**src/rtl/assert_macros.svh**
```systemverilog
// Assertion macros shared by the RTL.
// Define NO_ASSERTIONS to compile every check away.
`ifndef ASSERT_MACROS_SVH
`define ASSERT_MACROS_SVH

`ifndef NO_ASSERTIONS

// Implication checked at every rising clock edge outside reset.
`define ASSERT_PROP(lbl, clk, rst_n, prop) \
  lbl: assert property (@(posedge clk) disable iff (!rst_n) prop) \
    else $error("%m: assertion failed");

// Condition that must never be true outside reset.
`define ASSERT_NEVER(lbl, clk, rst_n, cond) \
  lbl: assert property (@(posedge clk) disable iff (!rst_n) !(cond)) \
    else $error("%m: forbidden condition seen");

`else

`define ASSERT_PROP(lbl, clk, rst_n, prop)
`define ASSERT_NEVER(lbl, clk, rst_n, cond)

`endif

`endif

```
**src/rtl/klp_pkg.sv**
```systemverilog
// Types and constants of the key/value line parser.
// No dependencies; used by key_value_line_parser.
package klp_pkg;

  // Width of the internal offset counter; it saturates at all ones.
  localparam int unsigned OffsetBits = 16;
  localparam int unsigned OffsetOutBits = 16;

  localparam logic [7:0] ChColon = 8'h3A;
  localparam logic [7:0] ChNewline = 8'h0A;
  localparam logic [7:0] ChSpace = 8'h20;

  typedef enum logic [1:0] {
    PHASE_KEY   = 2'd0,
    PHASE_SKIP  = 2'd1,
    PHASE_VALUE = 2'd2
  } phase_e;

  typedef enum logic [2:0] {
    ROLE_KEY      = 3'd0,
    ROLE_KEY_END  = 3'd1,
    ROLE_SPACE    = 3'd2,
    ROLE_VALUE    = 3'd3,
    ROLE_PAIR_END = 3'd4,
    ROLE_STOP     = 3'd5,
    ROLE_IGNORED  = 3'd6
  } role_e;

  typedef enum logic [1:0] {
    STATUS_RUNNING   = 2'd0,
    STATUS_COMPLETE  = 2'd1,
    STATUS_STOPPED   = 2'd2,
    STATUS_TRUNCATED = 2'd3
  } status_e;

  typedef logic [OffsetBits-1:0] pos_t;

endpackage

```
**src/rtl/key_value_line_parser.sv**
```systemverilog
// Key/value line parser: tags each byte of a buffer with its role and offset.
// Depends on klp_pkg and assert_macros.svh.
//
// Usage:
//   Input channel (in_valid_i / in_ready_o) carries one buffer byte per
//   transaction, with last_byte_i marking the final byte of the buffer.
//   Output channel (out_valid_o / out_ready_i) carries exactly one result per
//   input byte: role_o, offset_o (saturating byte position) and status_o.
//   A byte's result is registered and presented in the cycle after its input
//   transaction. Throughput: one byte per cycle unless the receiver stalls;
//   the phase logic sits between the input handshake and one result register.
//   A new byte is taken while the result register is empty or is being
//   drained in the same cycle, so a stalled receiver holds at most one
//   result and stops the input only while that result waits.
//   After the last byte of a buffer the phase, offset counter and stop flag
//   return to their reset values, so the next byte opens a new buffer.
//   Reset (rst_ni low, asynchronous) empties the result register and puts
//   the parser in the key phase at offset zero.
`include "assert_macros.svh"

module key_value_line_parser (
  input  logic       clk_i,
  input  logic       rst_ni,
  input  logic       in_valid_i,
  output logic       in_ready_o,
  input  logic [7:0] byte_value_i,
  input  logic       last_byte_i,
  output logic       out_valid_o,
  input  logic       out_ready_i,
  output logic [2:0] role_o,
  output logic [klp_pkg::OffsetOutBits-1:0] offset_o,
  output logic [1:0] status_o
);

  klp_pkg::phase_e  phase_q, phase_d;
  klp_pkg::pos_t    pos_q, pos_d;
  logic             stop_q, stop_d;

  logic             out_valid_q;
  klp_pkg::role_e   role_q, role_d;
  klp_pkg::status_e status_q, status_d;
  logic [klp_pkg::OffsetOutBits-1:0] offset_q, offset_d;

  logic             in_fire;

  assign in_ready_o = !out_valid_q || out_ready_i;
  assign in_fire    = in_valid_i && in_ready_o;

  always_comb begin
    phase_d  = phase_q;
    stop_d   = stop_q;
    pos_d    = pos_q;
    role_d   = klp_pkg::ROLE_IGNORED;
    status_d = klp_pkg::STATUS_RUNNING;
    offset_d = klp_pkg::OffsetOutBits'(pos_q);

    if (stop_q) begin
      role_d = klp_pkg::ROLE_IGNORED;
    end else begin
      unique case (phase_q)
        klp_pkg::PHASE_SKIP, klp_pkg::PHASE_VALUE: begin
          if (byte_value_i == klp_pkg::ChNewline) begin
            role_d  = klp_pkg::ROLE_PAIR_END;
            phase_d = klp_pkg::PHASE_KEY;
          end else if (phase_q == klp_pkg::PHASE_SKIP &&
                       byte_value_i == klp_pkg::ChSpace) begin
            role_d = klp_pkg::ROLE_SPACE;
          end else begin
            role_d  = klp_pkg::ROLE_VALUE;
            phase_d = klp_pkg::PHASE_VALUE;
          end
        end
        default: begin
          // key phase; the unused phase code behaves the same
          if (byte_value_i == klp_pkg::ChColon) begin
            role_d  = klp_pkg::ROLE_KEY_END;
            phase_d = klp_pkg::PHASE_SKIP;
          end else if (byte_value_i == klp_pkg::ChNewline) begin
            role_d   = klp_pkg::ROLE_STOP;
            stop_d   = 1'b1;
            status_d = klp_pkg::STATUS_STOPPED;
          end else begin
            role_d = klp_pkg::ROLE_KEY;
          end
        end
      endcase
    end

    if (last_byte_i) begin
      if (stop_d) begin
        status_d = klp_pkg::STATUS_STOPPED;
      end else if (role_d == klp_pkg::ROLE_PAIR_END) begin
        status_d = klp_pkg::STATUS_COMPLETE;
      end else begin
        status_d = klp_pkg::STATUS_TRUNCATED;
      end
    end

    if (pos_q != '1) begin
      pos_d = pos_q + klp_pkg::pos_t'(1);
    end

    if (last_byte_i) begin
      phase_d = klp_pkg::PHASE_KEY;
      stop_d  = 1'b0;
      pos_d   = '0;
    end
  end

  always_ff @(posedge clk_i or negedge rst_ni) begin
    if (!rst_ni) begin
      phase_q     <= klp_pkg::PHASE_KEY;
      stop_q      <= 1'b0;
      pos_q       <= '0;
      out_valid_q <= 1'b0;
    end else begin
      if (in_fire) begin
        phase_q     <= phase_d;
        stop_q      <= stop_d;
        pos_q       <= pos_d;
        out_valid_q <= 1'b1;
      end else if (out_ready_i) begin
        out_valid_q <= 1'b0;
      end
    end
  end

  always_ff @(posedge clk_i) begin
    if (in_fire) begin
      role_q   <= role_d;
      status_q <= status_d;
      offset_q <= offset_d;
    end
  end

  assign out_valid_o = out_valid_q;
  assign role_o      = role_q;
  assign offset_o    = offset_q;
  assign status_o    = status_q;

  // a stopped parse only leaves the key phase through a new buffer
  `ASSERT_PROP(a_stop_in_key_phase, clk_i, rst_ni,
               stop_q |-> phase_q == klp_pkg::PHASE_KEY)
  `ASSERT_PROP(a_last_resets_state, clk_i, rst_ni,
               in_fire && last_byte_i |=> pos_q == '0 && !stop_q &&
               phase_q == klp_pkg::PHASE_KEY)
  `ASSERT_PROP(a_stop_reports_stopped, clk_i, rst_ni,
               out_valid_q && role_q == klp_pkg::ROLE_STOP |->
               status_q == klp_pkg::STATUS_STOPPED)
  `ASSERT_NEVER(a_complete_needs_pair_end, clk_i, rst_ni,
                out_valid_q && status_q == klp_pkg::STATUS_COMPLETE &&
                role_q != klp_pkg::ROLE_PAIR_END)

endmodule

```
**config.mk**
```make
export PLATFORM = sky130hd
export DESIGN_NAME = key_value_line_parser
export DESIGN_NICKNAME = d
export VERILOG_FILES = /design/src/rtl/klp_pkg.sv /design/src/rtl/key_value_line_parser.sv
export VERILOG_INCLUDE_DIRS = /design/src /design/src/rtl
export SDC_FILE = /design/constraint.sdc
export NUM_CORES = 1
export LEC_CHECK = 0
export BUFFER_PORTS_ARGS = -buffer_cell sky130_fd_sc_hd__buf_2
export CAP_MARGIN = 20
export CELL_PAD_IN_SITES_DETAIL_PLACEMENT = 2
export CELL_PAD_IN_SITES_GLOBAL_PLACEMENT = 2
export CORE_ASPECT_RATIO = 0.5
export CORE_UTILIZATION = 38
export DETAILED_ROUTE_END_ITERATION = 6
export GPL_ROUTABILITY_DRIVEN = 0
export PLACE_DENSITY = 0.84
export SYNTH_ARGS = -nofsm -noshare
export SYNTH_HDL_FRONTEND = slang
export SYNTH_SLANG_ARGS = --single-unit
```
**constraint.sdc**
```tcl
create_clock -name clk_i -period 3.7 [get_ports clk_i]
set_input_delay 0.185 -clock clk_i [delete_from_list [all_inputs] [get_ports clk_i]]
set_output_delay 0.185 -clock clk_i [all_outputs]
set_load 0.01 [all_outputs]
```
==> After elaboration in Yosys (flattened, before gate mapping) <==
Cells that the tools add are included.
{ "totals": {"memories": 0, "romBits": 0, "ff_bits": 41, "in_bits": 13, "wordCells": 55, "latchBits": 0, "ramBits": 0, "output_inout_bits": 23} }
{ "op_classes": {"n_addsub": 1, "muxes": 28, "bitwise": 0, "n_reduce_logical": 10, "mul": 0, "div_mod_pow": 0, "shifts": 0, "n_eq_ne": 9, "order_cmp": 0} }
{ "op_table": {"columns": ["op", "count"], "rows": [
  ["2-to-1 mux 16 bit", 2],
  ["2-to-1 mux 2 bit", 13],
  ["adder 16 x 1 -> 16 bit, second input constant", 1],
  ["== test 8 x 6 -> 1 bit, second input constant", 2],
  ["!= test 16 bit, second input constant", 1],
  ["2-to-1 mux 3 bit", 5],
  ["== test 8 x 4 -> 1 bit, second input constant", 1],
  ["2-to-1 mux 1 bit", 8],
  ["!= test 4 bit, second input constant", 1],
  ["AND reduction 4 bit", 1],
  ["nonzero test 2 bit", 2],
  ["== test 3 bit, second input constant", 1],
  ["nonzero test 3 bit", 1],
  ["== test 2 x 1 -> 1 bit, second input constant", 1],
  ["== test 2 bit, second input constant", 1],
  ["logical AND 1 bit", 2],
  ["!= test 2 bit, second input constant", 1],
  ["AND reduction 2 bit", 1],
  ["OR reduction 2 bit", 1],
  ["logical NOT 1 bit", 1],
  ["logical OR 1 bit", 1]
]} }

==> Depth between registers and ports, before layout <==
{ "depth": {"depth_word": 10, "mapped_depth": 7, "mapped_depth_nobuf": 7} }

==> Worst setup path after synthesis <==
OpenSTA, ideal clock, no wires.
{ "synth_path": {"kind": "register -> register", "from": "register out_valid_q (netlist: out_valid_o)", "to": "register pos_q[0] (netlist: offset_d[0])", "t_required_ps": 3572, "path_buffers": 0, "stages_incl_launch_ff": 7, "arrival_time_ps": 1892, "path_slack_ps": 1681, "setup_ps": 128, "path_cell_list": "dfrtp_1 > nor2b_1 > inv_1 > nand2_2 > inv_1 > nand2_1 > mux2_1"} }
{ "synth_via": {"elab_chain_len": 4} }
{ "synth_lines": {"columns": ["element", "line", "rtl"], "rows": [
  ["start, declared", "key_value_line_parser.sv:39", "logic out_valid_q;"],
  ["start signal, assigned", "key_value_line_parser.sv:115", "out_valid_q <= 1'b0;"],
  ["start signal, assigned", "key_value_line_parser.sv:121", "out_valid_q <= 1'b1;"],
  ["start signal, assigned", "key_value_line_parser.sv:123", "out_valid_q <= 1'b0;"],
  ["logical NOT 1 bit", "key_value_line_parser.sv:46", "assign in_ready_o = !out_valid_q || out_ready_i;"],
  ["logical OR 1 bit", "key_value_line_parser.sv:46", null],
  ["named net in_ready_o", "key_value_line_parser.sv:25", "output logic in_ready_o,"],
  ["logical AND 1 bit", "key_value_line_parser.sv:47", "assign in_fire = in_valid_i && in_ready_o;"],
  ["named net in_fire", "key_value_line_parser.sv:44", "logic in_fire;"],
  ["AND reduction 2 bit (no line)", null, null],
  ["end signal, assigned", "key_value_line_parser.sv:120", "pos_q <= pos_d;"],
  ["end, declared", "key_value_line_parser.sv:36", "klp_pkg::pos_t pos_q, pos_d;"]
]} }
The timed path passes the listed nets, and every way through them passes these cells.
A chain may end at the register's enable or synchronous reset.

==> Worst setup path in the final report <==
{ "layout_path": {"from": "register pos_q[0] (netlist: offset_d[0])", "to": "register pos_q[0] (netlist: offset_d[0])"} }
{ "layout_via": {"elab_chain_len": 3, "elab_cells_between_ends": 6, "cone_classes": "add/sub: 1; eq/ne: 1; mux: 2; reduce/logical: 2"} }
{ "layout_lines": {"columns": ["element", "line"], "rows": [
  ["adder 16 x 1 -> 16 bit or != test 16 bit (tied branches)", "key_value_line_parser.sv:100, key_value_line_parser.sv:99"],
  ["2-to-1 mux 16 bit or nonzero test 2 bit (tied branches)", null],
  ["2-to-1 mux 16 bit or AND reduction 2 bit (tied branches)", null]
]} }
Several ways; a longest one is shown, not always the timed one. The select of a mux whose other input is x is not followed.

==> impl_metrics.tcl <==
set metrics [dict create \
    num_antenna_cells 0 \
    hold_path_class "primary input to flop" \
    synth.avg_cell_area_um2 11.9 \
    swShare_pct 27.8 \
    ir_drop_v 0.000226 \
    syn2layout_area_growth_pct 19.5 \
    clk_path_buf_depth 2 \
    hold_viol 0 \
    clock-sinks 41 \
    fin_tns_setup_ns 0 \
    drt_iter0_markers 70 \
    ys_ff_latch 41 \
    total_power_mw 1.11 \
    critPathRequiredTime_ns 3.88 \
    postCtsHoldBufs 1 \
    status "finished clean" \
    num_vias 1483 \
    cp-startpoint "offset_d[0]$_DFFE_PN0P_" \
    worstSkewPairLatency_ns 0.29 \
    die_h_um 52.0 \
    setup_viol 0 \
    seqPwrFrac_pct 52.8 \
    drc 0 \
    rsz0062_at_grt "false" \
    via_per_inst 5.53 \
    grt_pass1_wl_um 9230 \
    cts_tree "done" \
    clkTransAtPathRegs_ns 0.09 \
    cts_root_buf "clkbuf_8" \
    grt_max_degree 21 \
    ys_seq_area_share_pct 59.6 \
    num-nets-final 216 \
    p_per_area_mw_per_mm2 491 \
    hold_slack_ns 0.209 \
    tightest_slew_ns 0.621 \
    final_core_utilization_pct 49.4 \
    arrival_ns 2.40 \
    drtAntennaViolNets 0 \
    synth_fp_nets 174 \
    die_w_um 102 \
    min_period_ns 2.22 \
    grt_pass1_vias 1601 \
    holdCritStartpoint "last_byte_i" \
    met1Wirelength_um 2610 \
    dieArea_mm2 0.00530 \
    antenna_found_initial 0 \
    firstDrtPassIters 4 \
    max-cap-violations 0 \
    numPortBuffers 35 \
    timing.rr.start "offset_d[0]$_DFFE_PN0P_" \
    syn-cell-area_mm2 0.00190 \
    p_leak_nw 0.930 \
    synthFlopType "edfxtp_1" \
    ys_types 47 \
    wl_per_cell_um 21.7 \
    grt_overflow_total 0 \
    n_fill_cell 481 \
    grt_usage_pct 24.7 \
    cts_setup_buffers 0 \
    slew_violations 0 \
    internal-power_mw 0.805 \
    cp_max_fo 9 \
    routed-wl-met2_um 2870 \
    cp-end-kind "flop" \
    period_share_pct 60.0 \
    power.switching_mw 0.309 \
    relSlewSlack_pct 58.3 \
    routed-wl-met3_um 270 \
    io_pins 36 \
    synth.yosys.warnings 0 \
    synthArstFlopShare_pct 48.8 \
    most-common-layout-cells "buf_2 (35), edfxtp_1 (21), dfrtp_1 (20)" \
    pwr-share-comb_pct 14.8 \
    clock_power_share_pct 32.4 \
    r2r_slack_ns 1.48 \
    fmax_mhz 450 \
    cp-start-kind "flop" \
    drive_gt1_share_pct 26.2 \
    cts_buffers 5 \
    crit_type "flop to flop" \
    htreeDepth 2 \
    start_util_pct 41.3 \
    dr.max_layer_used "met4" \
    hpwl_um 4120 \
    synthCells 159 \
    skew_ns 0.00823 \
    cts_resized 0 \
    finalWirelength_um 5820 \
    rows 17 \
    synth-edff-count 21 \
    layout_commonest_cell "buf_2" \
    core_mm2 0.00459 \
]
## state kept, by name, summed over array words and instances, names as in the netlist
register,flops
status_o,2
phase_q,2
offset_o,16
role_o,3
stop_q,1
offset_d,16
out_valid_o,1
## cell type report
type / count / area (um^2) / share of cell area, %
clock buffers: 6 / 72.6 / 3.20
repair buffers: 38 / 200 / 8.83
well taps: 66 / 82.6 / 3.64
flip-flops and latches: 41 / 1130 / 49.9
clock inverters: 2 / 33.8 / 1.49
inverters: 9 / 33.8 / 1.49
multi-input cells: 106 / 714 / 31.5
## power by group through the flow
| stage | clock network [mW] | logic [mW] | registers [mW] |
|---|---|---|---|
| 2_1_floorplan | 0 | 0.0903 | 0.589 |
| 5_1_grt | 0.378 | 0.184 | 0.596 |
| 3_3_place_gp | 0 | 0.150 | 0.587 |
| 4_1_cts | 0.360 | 0.166 | 0.588 |
| 6_report | 0.361 | 0.165 | 0.588 |
| 3_5_place_dp | 0 | 0.162 | 0.595 |
## logic make-up (layout without fill, tap and decap cells)
family,after synthesis,count (layout),share of synthesized area (%)
adder cells (fa/ha/maj),2,2,1.32
AND/OR/NAND/NOR,68,68,21.4
buffers and inverters,12,55,2.77
AO/OA/AOI/OAI,22,22,7.98
XOR/XNOR,10,10,4.61
flip-flops,41,41,59.6
multiplexers,4,4,2.37
## final timing paths
kind / depth (start not counted) / endpoint
min reg2reg: 0 / offset_o[15]$_DFFE_PP_
max reg2reg: 6 / offset_d[0]$_DFFE_PN0P_
min in group asynchronous: 2 / offset_d[7]$_DFFE_PN0P_
max in group asynchronous: 2 / offset_d[11]$_DFFE_PN0P_
max: 6 / offset_d[0]$_DFFE_PN0P_
min: 2 / phase_q[0]$_DFFE_PN0P_
## through the flow
| step | setup slack (ns) | cell area [um^2] | std cells |
|---|---|---|---|
| 3_3_place_gp | 1.79 | 2150 | 259 |
| 2_1_floorplan | 1.68 | 1900 | 159 |
| 5_1_grt | 1.31 | 2270 | 268 |
| 4_1_cts | 1.52 | 2270 | 268 |
| 3_5_place_dp | 1.57 | 2150 | 259 |
| 6_report | 1.48 | 2270 | 268 |
## worst max-delay path: stages, from the launching register on
cell	delay, ns
dfrtp_1	0.45
ha_1	0.25
nand3_1	0.34
nor3_1	0.42
nand2_1	0.13
nand2_1	0.17
mux2_1	0.35
## synthesized netlist by cell type, types with 3 or more instances
library cell | number | area share, %
a31oi_1 | 3 | 0.99
nand3_1 | 6 | 1.6
nor2_1 | 14 | 2.8
a21oi_1 | 7 | 1.8
xnor2_1 | 8 | 3.7
nor2b_1 | 4 | 1.3
dfrtp_1 | 20 | 26
nand2_1 | 9 | 1.8
nor3_1 | 5 | 1.3
inv_1 | 8 | 1.6
and3_1 | 5 | 1.6
edfxtp_1 | 21 | 33
nor4_1 | 4 | 1.3
nand4_1 | 4 | 1.3
## per-layer routing
metal,vias to the layer above,track usage [%]
met1,752,30.8
met3,7,4.17
met5,-,0
met2,50,46.1
met4,0,4.52
li1,674,-
No activity file was read; power rests on OpenSTA's default activity.
